$ cat src/rtl/core/nubf_pkg.sv
// ----------------------------------------------------------------------------
// nubf_pkg
// shared constants and types for the annex b nal unit boundary finder
// ----------------------------------------------------------------------------
package nubf_pkg;

  localparam int OFFSET_BITS_DEF = 24;
  localparam int COUNT_BITS_DEF  = 14;
  localparam int MAX_UNITS_RESET = 9000;

  // event queue between scanner and result sequencer
  localparam int Q_DEPTH = 4;
  localparam int Q_PTR_W = $clog2(Q_DEPTH);
  localparam int Q_CNT_W = $clog2(Q_DEPTH + 1);

  localparam logic [1:0] STATUS_OK       = 2'd0;
  localparam logic [1:0] STATUS_NO_START = 2'd1;
  localparam logic [1:0] STATUS_LIMIT    = 2'd2;

  localparam logic [7:0] START_CODE_END  = 8'h01;

  typedef struct packed {
    logic full;
    logic empty;
  } q_status_t;

endpackage

$ cat src/rtl/core/nubf_front.sv
// ----------------------------------------------------------------------------
// nubf_front
// scans bytes, tracks the open unit and queues one event per byte that ends a
// unit or the buffer; an event holds one or two result items
// ----------------------------------------------------------------------------
module nubf_front #(
  parameter int OFFSET_BITS = nubf_pkg::OFFSET_BITS_DEF,
  parameter int COUNT_BITS  = nubf_pkg::COUNT_BITS_DEF,
  parameter int ENT_W       = 2 * (3 * OFFSET_BITS + COUNT_BITS + 12) + 1
) (
  input  logic                  clk,
  input  logic                  rst,
  input  logic                  accept,
  input  logic [7:0]            data_byte,
  input  logic                  last,
  input  logic                  cfg_we,
  input  logic [COUNT_BITS-1:0] cfg_data,
  output logic                  ent_push,
  output logic [ENT_W-1:0]      ent_data
);
  import nubf_pkg::*;

  localparam int O = OFFSET_BITS;
  localparam int C = COUNT_BITS;
  localparam logic [C-1:0] MAX_RESET =
    (MAX_UNITS_RESET >= (1 << C)) ? {C{1'b1}} : C'(MAX_UNITS_RESET);

  logic [C-1:0]  max_units;
  logic [15:0]   prev_two;
  logic [O-1:0]  byte_pos;
  logic [O-1:0]  unit_start;
  logic [7:0]    cur_type;
  logic          type_pend;
  logic          seen;
  logic [C-1:0]  unit_count;
  logic          limit_hit;

  logic          take_type;
  logic [7:0]    type_a;
  logic          pend_a;
  logic          start_code;
  logic          first_code;
  logic          unit_fin;
  logic [O-1:0]  code_start;
  logic [O-1:0]  len;
  logic [C-1:0]  count_inc;
  logic          inc_hits_max;
  logic [C-1:0]  unit_count_next;
  logic [O-1:0]  unit_start_next;
  logic [7:0]    cur_type_next;
  logic          type_pend_next;
  logic          seen_next;
  logic          limit_hit_next;
  logic [O+C+O+O+11:0] unit_rec;
  logic [O+C+O+O+11:0] final_rec;

  always_comb begin
    take_type    = !limit_hit && type_pend;
    type_a       = take_type ? data_byte : cur_type;
    pend_a       = take_type ? 1'b0 : type_pend;
    start_code   = (data_byte == START_CODE_END) && (prev_two == 16'h0000);
    first_code   = start_code && !seen;
    unit_fin     = start_code && seen && !limit_hit;
    code_start   = byte_pos - O'(2);
    len          = byte_pos + O'(1);
    count_inc    = unit_count + C'(1);
    inc_hits_max = count_inc >= max_units;

    unit_count_next = unit_fin ? count_inc : unit_count;
    unit_start_next = first_code ? '0 : (unit_fin ? code_start : unit_start);
    cur_type_next   = (first_code || unit_fin) ? 8'h00 : type_a;
    type_pend_next  = first_code ? 1'b1 : (unit_fin ? !inc_hits_max : pend_a);
    seen_next       = seen || start_code;
    limit_hit_next  = limit_hit || (unit_fin && inc_hits_max);

    unit_rec = {1'b1, unit_count, unit_start, code_start - unit_start, type_a,
                STATUS_OK, O'(0), 1'b0};

    if (!seen_next) begin
      final_rec = {1'b0, C'(0), O'(0), O'(0), 8'h00, STATUS_NO_START, len, 1'b1};
    end else if (limit_hit_next) begin
      final_rec = {1'b0, C'(0), O'(0), O'(0), 8'h00, STATUS_LIMIT,
                   len - unit_start_next, 1'b1};
    end else begin
      final_rec = {1'b1, unit_count_next, unit_start_next, len - unit_start_next,
                   type_pend_next ? 8'h00 : cur_type_next, STATUS_OK, O'(0), 1'b1};
    end

    ent_push = accept && (unit_fin || last);
    ent_data = {unit_fin && last, unit_fin ? unit_rec : final_rec, final_rec};
  end

  always_ff @(posedge clk) begin
    if (rst) begin
      max_units <= MAX_RESET;
    end else if (cfg_we) begin
      max_units <= cfg_data;
    end
  end

  always_ff @(posedge clk) begin
    if (rst || (accept && last)) begin
      prev_two   <= 16'hFFFF;
      byte_pos   <= '0;
      unit_start <= '0;
      cur_type   <= 8'h00;
      type_pend  <= 1'b0;
      seen       <= 1'b0;
      unit_count <= '0;
      limit_hit  <= 1'b0;
    end else if (accept) begin
      prev_two   <= {prev_two[7:0], data_byte};
      byte_pos   <= len;
      unit_start <= unit_start_next;
      cur_type   <= cur_type_next;
      type_pend  <= type_pend_next;
      seen       <= seen_next;
      unit_count <= unit_count_next;
      limit_hit  <= limit_hit_next;
    end
  end

endmodule

$ cat src/rtl/core/nubf_queue.sv
// ----------------------------------------------------------------------------
// nubf_queue
// short event queue between scanner and result sequencer
// ----------------------------------------------------------------------------
module nubf_queue #(
  parameter int WIDTH = 8
) (
  input  logic                       clk,
  input  logic                       rst,
  input  logic                       wr_en,
  input  logic [WIDTH-1:0]           wr_data,
  input  logic                       rd_en,
  output logic [WIDTH-1:0]           rd_data,
  output nubf_pkg::q_status_t        qst
);
  import nubf_pkg::*;

  logic [WIDTH-1:0]   mem [Q_DEPTH];
  logic [Q_PTR_W-1:0] wr_ptr;
  logic [Q_PTR_W-1:0] rd_ptr;
  logic [Q_CNT_W-1:0] count;
  logic               do_wr;
  logic               do_rd;

  assign qst.full  = (count == Q_CNT_W'(Q_DEPTH));
  assign qst.empty = (count == '0);
  assign do_wr     = wr_en && !qst.full;
  assign do_rd     = rd_en && !qst.empty;
  assign rd_data   = mem[rd_ptr];

  always_ff @(posedge clk) begin
    if (do_wr) begin
      mem[wr_ptr] <= wr_data;
    end
  end

  always_ff @(posedge clk) begin
    if (rst) begin
      wr_ptr <= '0;
      rd_ptr <= '0;
      count  <= '0;
    end else begin
      if (do_wr) begin
        wr_ptr <= wr_ptr + Q_PTR_W'(1);
      end
      if (do_rd) begin
        rd_ptr <= rd_ptr + Q_PTR_W'(1);
      end
      if (do_wr && !do_rd) begin
        count <= count + Q_CNT_W'(1);
      end else if (do_rd && !do_wr) begin
        count <= count - Q_CNT_W'(1);
      end
    end
  end

endmodule

$ cat src/rtl/core/nubf_back.sv
// ----------------------------------------------------------------------------
// nubf_back
// result sequencer: presents the one or two items of the head event in order
// ----------------------------------------------------------------------------
module nubf_back #(
  parameter int OFFSET_BITS = nubf_pkg::OFFSET_BITS_DEF,
  parameter int COUNT_BITS  = nubf_pkg::COUNT_BITS_DEF,
  parameter int ENT_W       = 2 * (3 * OFFSET_BITS + COUNT_BITS + 12) + 1
) (
  input  logic                   clk,
  input  logic                   rst,
  input  logic [ENT_W-1:0]       head,
  input  nubf_pkg::q_status_t    qst,
  input  logic                   pop,
  output logic                   q_pop,
  output logic                   unit_valid,
  output logic [COUNT_BITS-1:0]  unit_index,
  output logic [OFFSET_BITS-1:0] unit_offset,
  output logic [OFFSET_BITS-1:0] unit_size,
  output logic [7:0]             unit_type,
  output logic [1:0]             status,
  output logic [OFFSET_BITS-1:0] bytes_left,
  output logic                   done_res
);
  import nubf_pkg::*;

  localparam int REC_W = 3 * OFFSET_BITS + COUNT_BITS + 12;

  logic             sel;
  logic             two;
  logic             take;
  logic [REC_W-1:0] rec;

  assign two  = head[ENT_W-1];
  assign rec  = sel ? head[REC_W-1:0] : head[2*REC_W-1:REC_W];
  assign take = pop && !qst.empty;
  // the head event leaves the queue with its last item
  assign q_pop = take && (!two || sel);

  assign {unit_valid, unit_index, unit_offset, unit_size, unit_type, status,
          bytes_left, done_res} = rec;

  always_ff @(posedge clk) begin
    if (rst) begin
      sel <= 1'b0;
    end else if (take) begin
      sel <= two && !sel;
    end
  end

endmodule

$ cat src/rtl/core/nal_unit_boundary_finder.sv
// ----------------------------------------------------------------------------
// nal_unit_boundary_finder
// splits an annex b byte stream into nal units at 00 00 01 start codes
//
//   channel  handshake                  payload
//   input    push / full                data_byte, last
//   result   empty / pop                unit_valid .. done_res
//   config   cfg_valid / cfg_ready      cfg_data (max_units)
//
// one byte is taken per cycle while the event queue has room; a byte that
// closes a unit or the buffer queues one event of one or two items, and a
// result item appears on the ports once its event reaches the queue head.
// results leave at one item per cycle while pop is high; the queue (four
// entries) lets the byte side keep running while the result side is stalled.
// reset (rst, synchronous) clears all buffer state and loads max_units 9000.
// ----------------------------------------------------------------------------
module nal_unit_boundary_finder #(
  parameter int OFFSET_BITS = nubf_pkg::OFFSET_BITS_DEF,
  parameter int COUNT_BITS  = nubf_pkg::COUNT_BITS_DEF
) (
  input  logic                   clk,
  input  logic                   rst,
  input  logic                   push,
  output logic                   full,
  input  logic [7:0]             data_byte,
  input  logic                   last,
  output logic                   empty,
  input  logic                   pop,
  output logic                   unit_valid,
  output logic [COUNT_BITS-1:0]  unit_index,
  output logic [OFFSET_BITS-1:0] unit_offset,
  output logic [OFFSET_BITS-1:0] unit_size,
  output logic [7:0]             unit_type,
  output logic [1:0]             status,
  output logic [OFFSET_BITS-1:0] bytes_left,
  output logic                   done_res,
  input  logic                   cfg_valid,
  output logic                   cfg_ready,
  input  logic [COUNT_BITS-1:0]  cfg_data
);
  import nubf_pkg::*;

  localparam int ENT_W = 2 * (3 * OFFSET_BITS + COUNT_BITS + 12) + 1;

  q_status_t        qst;
  logic             accept;
  logic             ent_push;
  logic [ENT_W-1:0] ent_data;
  logic [ENT_W-1:0] head;
  logic             q_pop;

  assign full      = qst.full;
  assign empty     = qst.empty;
  assign accept    = push && !qst.full;
  assign cfg_ready = 1'b1;

  nubf_front #(
    .OFFSET_BITS(OFFSET_BITS),
    .COUNT_BITS (COUNT_BITS),
    .ENT_W      (ENT_W)
  ) u_front (
    .clk      (clk),
    .rst      (rst),
    .accept   (accept),
    .data_byte(data_byte),
    .last     (last),
    .cfg_we   (cfg_valid && cfg_ready),
    .cfg_data (cfg_data),
    .ent_push (ent_push),
    .ent_data (ent_data)
  );

  nubf_queue #(
    .WIDTH(ENT_W)
  ) u_queue (
    .clk    (clk),
    .rst    (rst),
    .wr_en  (ent_push),
    .wr_data(ent_data),
    .rd_en  (q_pop),
    .rd_data(head),
    .qst    (qst)
  );

  nubf_back #(
    .OFFSET_BITS(OFFSET_BITS),
    .COUNT_BITS (COUNT_BITS),
    .ENT_W      (ENT_W)
  ) u_back (
    .clk        (clk),
    .rst        (rst),
    .head       (head),
    .qst        (qst),
    .pop        (pop),
    .q_pop      (q_pop),
    .unit_valid (unit_valid),
    .unit_index (unit_index),
    .unit_offset(unit_offset),
    .unit_size  (unit_size),
    .unit_type  (unit_type),
    .status     (status),
    .bytes_left (bytes_left),
    .done_res   (done_res)
  );

  a_q_flags : assert property (@(posedge clk) disable iff (rst)
    !(qst.full && qst.empty))
    else $error("queue full and empty together");

  a_no_unit_item : assert property (@(posedge clk) disable iff (rst)
    (!empty && !unit_valid) |-> done_res)
    else $error("item without unit that is not final");

  a_status_code : assert property (@(posedge clk) disable iff (rst)
    (!empty && unit_valid) |-> (status == STATUS_OK && bytes_left == '0))
    else $error("unit item with error status or leftover bytes");

  a_unit_queued : assert property (@(posedge clk) disable iff (rst)
    (push && !full && last) |=> !empty)
    else $error("final byte produced no item");

endmodule

$ cat config.mk
export PLATFORM = sky130hd
export DESIGN_NAME = nal_unit_boundary_finder
export DESIGN_NICKNAME = d
export VERILOG_FILES = /design/src/rtl/core/nubf_pkg.sv /design/src/rtl/core/nubf_front.sv /design/src/rtl/core/nubf_queue.sv /design/src/rtl/core/nubf_back.sv /design/src/rtl/core/nal_unit_boundary_finder.sv
export SDC_FILE = /design/constraint.sdc
export NUM_CORES = 1
export LEC_CHECK = 0
export BUFFER_PORTS_ARGS = -buffer_cell sky130_fd_sc_hd__buf_2
export CAP_MARGIN = 20
export CORE_MARGIN = 5
export CORE_UTILIZATION = 30
export CTS_CLUSTER_DIAMETER = 50
export DETAILED_ROUTE_END_ITERATION = 10
export MAX_ROUTING_LAYER = met4
export SLEW_MARGIN = 10
export SYNTH_ARGS = -nofsm -noshare
export SYNTH_HDL_FRONTEND = slang
export SYNTH_SLANG_ARGS = --single-unit
$ cat constraint.sdc
create_clock -name clk -period 8.2 [get_ports clk]
set_input_delay 0.82 -clock clk [delete_from_list [all_inputs] [get_ports clk]]
set_output_delay 0.82 -clock clk [all_outputs]
set_load 0.005 [all_outputs]
Yosys cells after proc, flatten, opt, wreduce, memory -nomap -nowiden
Memory sizes are Yosys's and may differ from the RTL's. A register that Yosys moved wholly into a read port is not among the register bits.
Index checks and enable logic that the tools add are counted.
- add/sub/neg operators: 9
- magnitude comparators: 1
- eq/ne operators: 2
- mux-type cells: 19
- reductions and logical operators: 35
- operator list (cell ; count):
    98-bit 2-to-1 mux ; 4
    24-bit 2-to-1 mux ; 2
    24-bit subtractor ; 2
    24-bit by 1-bit adder with 24-bit output, second input constant ; 1
    8-bit 2-to-1 mux ; 3
    24-bit by 2-bit subtractor with 24-bit output, second input constant ; 1
    1-bit logical AND ; 17
    16-bit zero test ; 1
    14-bit by 1-bit adder with 14-bit output, second input constant ; 1
    14-bit greater-or-equal comparator ; 1
    14-bit 2-to-1 mux ; 1
    1-bit zero test ; 9
    8-bit by 1-bit equality test with 1-bit output, second input constant ; 1
    1-bit logical OR ; 6
    3-bit 2-to-1 mux ; 2
    1-bit 2-to-1 mux ; 5
    2-bit by 1-bit adder with 2-bit output, second input constant ; 2
    2-bit 2-to-1 mux ; 2
    3-bit by 1-bit adder with 3-bit output, second input constant ; 1
    3-bit equality test, second input constant ; 1
    3-bit zero test ; 1
    3-bit by 1-bit subtractor with 3-bit output, second input constant ; 1
    2-bit nonzero test ; 1
- register bits: 111
- RAM bits: 788
- output and inout port bits: 101
- memories kept: 1
- memories (memory ; depth ; width ; rd ports ; clocked after memory_dff ; write ports ; RTL line ; text):
    u_queue.mem ; 4 ; 197 ; 1 ; 1 ; 1 ; nubf_queue.sv:18 ; logic [WIDTH-1:0] mem [Q_DEPTH];

Depth between registers and ports, before layout
Gate-level depths: netlist (run 1).
- depth after elaboration: 11
- mapped depth: 18
- mapped depth without buffers: 17

Cells and area by module
A second synthesis (run 1) with hierarchy kept.
- cell total of the unflattened synthesis: 2513
- area total of the unflattened synthesis: 40048.4 um^2
- by module, submodules not included (module ; times used ; cells an instance ; area each (um^2) ; sequential area each (um^2)):
    nubf_queue ; 1 ; 1077 ; 28868.9 ; 23842.9
    nubf_front ; 1 ; 1318 ; 9402.8 ; 2062.0
    nubf_back ; 1 ; 115 ; 1751.7 ; 20.0
    nal_unit_boundary_finder ; 1 ; 3 ; 25.0 ; 0.0

Worst setup path after synthesis (run 1)
OpenSTA, ideal clock, no wires.
- path type: input to register
- start: in data_byte[5]
- end: mem u_queue.mem[1][100] (netlist bit) (enable)
- setup time: 0.580 ns
- arrival: 6.732 ns
- required time: 7.620 ns
- path slack: 0.887 ns
- cell stages on the path: 7
- path through: nor4_1 > nand4_1 > nor3_1 > clkbuf_1 > nor2_1 > nor2_1 > and2_1
- longest elaborated chain between the ends: 9
- RTL lines (element ; RTL line ; text):
    from (decl) ; nal_unit_boundary_finder.sv:25 ; input logic [7:0] data_byte,
    8-bit by 1-bit equality test with 1-bit output ; nubf_front.sv:61 ; start_code = (data_byte == START_CODE_END) && (prev_two == 16'h0000);
    1-bit logical AND ; nubf_front.sv:61 ;
    1-bit logical AND (2 in a row) ; nubf_front.sv:63 ; unit_fin = start_code && seen && !limit_hit;
    1-bit logical OR ; nubf_front.sv:89 ; ent_push = accept && (unit_fin || last);
    1-bit logical AND ; nubf_front.sv:89 ;
    1-bit logical AND ; nubf_queue.sv:27 ; assign do_wr = wr_en && !qst.full;
    net u_queue.do_wr ; nubf_queue.sv:22 ; logic do_wr;
    1-bit 2-to-1 mux ; nubf_queue.sv:32 ; if (do_wr) begin
    1-bit 2-to-1 mux (implied by the code) ; nubf_queue.sv:33 ; mem[wr_ptr] <= wr_data;
    to (decl) ; nubf_queue.sv:18 ;
The timed path passes the listed nets, and every way through them passes these cells.

Final worst setup path (run 1)
- start: reg u_front.unit_count[0]
- end: mem u_queue.mem[3][29] (netlist bit), data pin
- longest elaborated chain between the ends: 8
- RTL lines (element ; RTL line ; text):
    from (decl) ; nubf_front.sv:35 ; logic [C-1:0] unit_count;
    from (signal assigned) ; nubf_front.sv:118 ; unit_count <= unit_count_next;
    14-bit by 1-bit adder with 14-bit output (*) ; nubf_front.sv:66 ; count_inc = unit_count + C'(1);
    14-bit greater-or-equal comparator (*) ; nubf_front.sv:67 ; inc_hits_max = count_inc >= max_units;
    1-bit zero test ; nubf_front.sv:72 ; type_pend_next = first_code ? 1'b1 : (unit_fin ? !inc_hits_max : pend_a);
    1-bit 2-to-1 mux (2 in a row) ; nubf_front.sv:72 ;
    8-bit 2-to-1 mux ; nubf_front.sv:86 ; type_pend_next ? 8'h00 : cur_type_next, STATUS_OK, O'(0), 1'b1};
    98-bit 2-to-1 mux (*) ; nubf_front.sv:81 ; end else if (limit_hit_next) begin
    98-bit 2-to-1 mux (*) ; nubf_front.sv:79 ; if (!seen_next) begin
    net ent_data[29] ; nal_unit_boundary_finder.sv:48 ; logic [ENT_W-1:0] ent_data;
Mark *: on every way through the listed nets, which the timed path passes. The rest lies on a longest branch.

==> out/metrics.cfg, run 1 <==
[logic_synthesis]
synth_seq_area_share_pct = 65.7
syn-cell-area_sq_um = 39300
avgSynthCellArea_sq_um = 14.3
synth_area_leader_cell = edfxtp_1
yosysUniqueCellTypes = 69
postSynth.asyncResetShare_pct = 0
synth-seq-cells = 897
syn-num-nets = 2849
synth_area_leaders = edfxtp_1, mux4_2, dfxtp_1
yosys_warnings = 0
synth_edf_count = 784
synth_flop_cell = edfxtp_1
syn_inst = 2749
yosysTopAreaCellShare_pct = 60.0

[clocking]
clkTransAtPathRegs_ns = 0.06
h-tree-depth = 3
cts.repair.resized = 0
cts_root_buffer = clkbuf_16
clk_latency_ns = 0.67
cts-buffers-inserted = 101
clk_path_buf_depth = 3
cts_tree = yes
post_cts_buffers = 0
cts_hold_buf = 0
clkSinkCount = 897

[detailed_routing]
drc = 0
drt_pre_antenna_iters = 5
via_per_inst = 4.93
detail-route-antenna-nets = 0
drt_iter0_markers = 1798
vias = 23100
routed_wl_um = 98400
wl_per_cell_um = 21.0

[critical_path]
cp-end-kind = flop
critPathMaxStageDelay_ns = 0.84
cp_max_fo = 31
cp.depth = 13
critPathKind = reg2reg
cpLargestDelayFamily = simple AND/OR/NAND/NOR gates
start_kind = flop
crit_buf_inv = 1
cpMaxStageDelayCell = o21ai_0
startpoint = u_front.unit_count[0]$_SDFFE_PP0P_
rrSetupSlack_ns = 2.25
path_cells = and3_1 > nand3_1 > or3_1 > nor2_1 > and3_1 > xor2_1 > ha_1 > nand4_1 > o21ai_0 > a31o_4 > clkinv_1 > nand2_1 > nor2_1
cp.arrival_ns = 6.33
rr_worst_depth = 13
reg2reg_from = u_front.unit_count[0]$_SDFFE_PP0P_
cp.required_ns = 8.57
reg2reg_to = u_queue.mem[3][29]$_DFFE_PP_

[layout]
fin_area_sq_um = 45000
final_cell_mix = edfxtp_1, nand2_1, nor2_1
area_growth_pct = 14.7
layout-drive-gt1-share_pct = 18.6
finalNonFillerCells = 4686
final_common_cell = edfxtp_1
layout.nets = 2954

[die]
boundaryPins = 129
fp.dieArea_sq_um = 138000
dieHeight_um = 372
rows = 132
fp.dieW_um = 372
initial_core_util_pct = 30.2
coreArea_sq_um = 130000

[timing]
slew_headroom_pct = 27.0
worst_slew_pin_slew_ns = 1.08
rsz0062_at_grt = no
fin_crit_sh_pct = 72.6
skew_ns = 0.0393
hold_viol = 0
tns_ns = 0
setup_viol = 0
period_minus_slack_ns = 5.95
whs_ns = 0.393
finalMaxSlewViolations = 0
fmax_ghz = 0.168

[power]
power.internal_mw = 8.58
swShare_pct = 27.8
total_power_mw = 11.9
power.density_nw_per_um2 = 264
p_leak_nw = 15.6
seq_power_share_pct = 44.6
p_comb_share_pct = 19.7
pwr-share-clk_pct = 35.7
total_switching_power_mw = 3.30
irDropWorstVdd_uv = 220

[global_route]
grt_usage_pct = 14.4
grt_pass1_wl_um = 147000
grt_overflow = 0
antenna_found_initial = 6
grt_pass1_vias = 22800
grt_max_degree = 103

[placed_design]
gp_congestion = 0.875
placedCellCount = 4493
portBuffers = 127
place_hpwl_um = 62400
dpl-instance-area_sq_um = 41800

[min_path]
hp-start = cfg_data[3]
worstHoldEndpoint = u_front.max_units[3]$_SDFFE_PP1P_
hp-class = in2reg
min_delay_path_depth = 3

[flow_run]
cap_violations = 0

[status]
status = finished clean

==> worst reg2reg max path: cells and delay by family, from the launching register on <==
kind	cells	cell delay (ns)
AO/OA/AOI/OAI	2	1.49
adder cells (fa/ha/maj)	1	0.30
AND/OR/NAND/NOR	8	2.43
flip-flops	1	0.51
buffers and inverters	1	0.84
XOR/XNOR	1	0.09
==> Yosys cell counts (44+ instances only) <==
library cell	n
buf_1	44
nand2_1	431
nand3_1	46
xor2_1	70
nor2_1	229
clkbuf_1	109
ha_1	69
a21oi_1	78
xnor2_1	54
edfxtp_1	784
mux4_2	196
inv_1	82
o21ai_0	53
dfxtp_1	113
==> state kept, by name, indices dropped and copies added, names as in the netlist, named ones only <==
signal              cells
u_front.unit_start     24
u_front.max_units      14
u_front.limit_hit       1
u_queue.wr_ptr          2
u_front.seen            1
u_queue.rd_ptr          2
u_back.sel              1
u_front.byte_pos       24
u_queue.count           3
u_front.cur_type        8
u_queue.mem           784
u_front.prev_two       16
u_front.unit_count     14
u_front.type_pend       1
==> layer usage <==
| layer | vias to the layer above | global-route usage [%] | part of all wire (%) |
|---|---|---|---|
| met5 | - | - | 0 |
| met4 | 0 | 3.63 | 2.3 |
| met3 | 150 | 2.00 | 5.1 |
| met2 | 662 | 23.6 | 50 |
| met1 | 11800 | 18.9 | 43 |
| li1 | 10500 | - | - |
==> worst max-delay path by stage <==
stage / to / slack (ns)
3_3_place_gp: u_queue.mem[0][34]$_DFFE_PP_ / 2.33
6_report: u_queue.mem[3][29]$_DFFE_PP_ / 2.25
3_5_place_dp: u_queue.mem[1][29]$_DFFE_PP_ / 2.33
5_1_grt: u_queue.mem[2][30]$_DFFE_PP_ / 1.86
4_1_cts: u_queue.mem[3][29]$_DFFE_PP_ / 2.26
2_1_floorplan: u_queue.mem[1][100]$_DFFE_PP_ / 0.89
==> metrics by stage <==
stage / util [%] / setup WS (ns)
3_3_place_gp: 32.2 / 2.33
3_5_place_dp: 32.2 / 2.33
4_1_cts: 34.7 / 2.26
6_report: 34.7 / 2.25
2_1_floorplan: - / 0.887
5_1_grt: 34.7 / 1.86
==> cell families after synthesis <==
family                     after synthesis  synth area share, %
DFF                                    897                 65.7
and+or+nand+nor                        884                 9.78
AOI/OAI and AO/OA                      302                 4.96
buffers and inverters                  245                 2.39
muxes                                  223                 12.0
xor gates and xnor gates               125                 2.83
adders and majority gates               72                 2.35
other                                    1              0.00955
==> power groups by stage <==
stage / Sequential (mW) / Clock (mW) / Combinational [mW]
after CTS: 5.30 / 4.35 / 2.44
after floorplan: 5.33 / 0 / 1.58
after global placement: 5.39 / 0 / 2.43
final: 5.30 / 4.25 / 2.34
after detailed placement: 5.40 / 0 / 2.43
after global routing: 5.32 / 4.55 / 2.59
==> final cells by class <==
type	count	area, sq um
multi-input cells	1607	12600
clock inverters	65	507
fillers	12600	84800
diodes	3	7.51
inverters	86	325
repair buffers	161	966
flip-flops and latches	897	25800
clock buffers	125	2670
well taps	1742	2180
Note: power is estimated with default switching activity, not from simulation.
==> inputs of run 2 (changes only) <==
==> constraint.sdc (replaced) <==
create_clock -name clk -period 4.8 [get_ports clk]
set_input_delay 0.48 -clock clk [delete_from_list [all_inputs] [get_ports clk]]
set_output_delay 0.48 -clock clk [all_outputs]
set_load 0.005 [all_outputs]
==> out/metrics.cfg, run 2 (same netlist as run 1, synthesis figures left out) <==
[power]
power.internal_mw = 15.3
total_power_mw = 21.1
seq_power_share_pct = 42.6
pwr-share-clk_pct = 37.1
total_switching_power_mw = 5.77
swShare_pct = 27.3
irDropWorstVdd_uv = 272
power.density_nw_per_um2 = 451
p_leak_nw = 16.5
p_comb_share_pct = 20.3

[placed_design]
dp_slack_ns = 0.0166
portBuffers = 127
gp_congestion = 0.894
placedCellCount = 4622
place_hpwl_um = 66200
dpl-instance-area_sq_um = 43200

[detailed_routing]
wl_per_cell_um = 20.6
drc = 0
drt_iter0_markers = 1722
via_per_inst = 4.82
routed_wl_um = 99600
drt_pre_antenna_iters = 5
vias = 23200
detail-route-antenna-nets = 0

[clocking]
clkTransAtPathRegs_ns = 0.06
cts_tree = yes
clk_latency_ns = 0.69
clk_path_buf_depth = 3
h-tree-depth = 3
cts_root_buffer = clkbuf_16
cts-buffers-inserted = 102
clkSinkCount = 897

[global_route]
grt_pass1_wl_um = 149000
grt_overflow = 0
grt_max_degree = 101
grt_usage_pct = 14.6
antenna_found_initial = 2
grt_pass1_vias = 23400

[critical_path]
rr_worst_depth = 17
start_kind = flop
rrSetupSlack_ns = 0.23
cp.required_ns = 5.20
cp-end-kind = flop
cp_max_fo = 6
cp.arrival_ns = 4.98
reg2reg_to = u_queue.mem[3][117]$_DFFE_PP_
startpoint = u_front.byte_pos[3]$_SDFFE_PP0P_
crit_end = u_queue.mem[3][117]$_DFFE_PP_
critPathKind = reg2reg
reg2reg_from = u_front.byte_pos[3]$_SDFFE_PP0P_

[timing]
worst_slack_ns = 0.225
hold_viol = 0
skew_ns = 0.0379
fmax_ghz = 0.219
setup_viol = 0
worst_slew_pin_slew_ns = 1.00
rsz0062_at_grt = no
slew_headroom_pct = 33.2
period_minus_slack_ns = 4.57
finalMaxSlewViolations = 0
fin_crit_sh_pct = 95.3
tns_ns = 0

[min_path]
hp-start = cfg_data[7]
hp-class = in2reg
min_delay_path_depth = 3

[status]
status = finished clean

[layout]
layout.nets = 3094
layout-drive-gt1-share_pct = 22.6
reg_top3 = u_queue.mem x784, u_front.byte_pos x24, u_front.unit_start x24
finalNonFillerCells = 4824
area_growth_pct = 19.3
largest_register_ffs = 784
fin_area_sq_um = 46800
final_cell_mix = edfxtp_1, nand2_1, nor2_1
largest_register = u_queue.mem
final_common_cell = edfxtp_1

[die]
fp.dieW_um = 372
coreArea_sq_um = 130000
fp.dieArea_sq_um = 138000
rows = 132
dieHeight_um = 372
boundaryPins = 129
initial_core_util_pct = 30.2

[flow_run]
cap_violations = 0

[run 2: timing repair]
item                       in CTS  in global routing
setup endpoints to repair       0                117
setup buffers                   0                  1
hold buffers                    9                  0
hold endpoints to repair        9                  0
resized for setup               0                 16
[run 2: worst min-delay path by stage]
stage                                         to
2_1_floorplan   u_front.prev_two[9]$_SDFFE_PP1P_
3_5_place_dp   u_front.prev_two[14]$_SDFFE_PP1P_
3_3_place_gp    u_front.prev_two[9]$_SDFFE_PP1P_
6_report       u_front.max_units[7]$_SDFFE_PP0P_
5_1_grt        u_front.max_units[7]$_SDFFE_PP0P_
4_1_cts        u_front.max_units[7]$_SDFFE_PP0P_
[run 2: per-layer routing]
metal / wire (um) / GRT usage, % / part of all wire (%)
met1: 42600 / 18.6 / 43
met5: 0 / - / 0
met4: 3000 / 4.67 / 3.0
met2: 49100 / 24.2 / 49
met3: 4830 / 2.25 / 4.8
[run 2: layout make-up]
| type | instances | area [sq um] |
|---|---|---|
| Antenna cell | 2 | 5.00 |
| Clock buffer | 125 | 2740 |
| Clock inverter | 65 | 707 |
| Fill cell | 12400 | 83000 |
| Inverter | 86 | 325 |
| Multi-Input combinational cell | 1607 | 12600 |
| Sequential cell | 897 | 25800 |
| Tap cell | 1742 | 2180 |
| Timing Repair Buffer | 300 | 2410 |
[run 2: stage by stage]
stage / hold slack (ns) / utilization [%]
final: 0.0553 / 36.1
after global placement: 0.454 / 33.3
after global routing: 0.0672 / 36.1
after CTS: 0.00566 / 36.0
after detailed placement: 0.460 / 33.3
after floorplan: 0.441 / -
[run 2: power groups by stage]
stage / combinational [mW] / clock (mW) / sequential (mW)
2_1_floorplan: 2.70 / 0 / 9.07
3_3_place_gp: 4.40 / 0 / 9.14
3_5_place_dp: 4.39 / 0 / 9.15
4_1_cts: 4.42 / 8.01 / 8.99
5_1_grt: 4.72 / 8.36 / 9.02
6_report: 4.29 / 7.82 / 8.98
[run 2: critical path, stage by stage (launching register included)]
cell and delay [ns]:
dfxtp_1 0.30, or3_1 0.46, or4_1 0.55, buf_4 0.20, nor4_1 0.23, xor2_1 0.26, nor2_1 0.06, a211o_1 0.26
ha_1 0.27, a21o_1 0.18, a21o_1 0.16, a21oi_1 0.15, o211ai_1 0.12, buf_4 0.18, a21boi_0 0.29, xor2_1 0.23
o22ai_1 0.17, and2_1 0.22
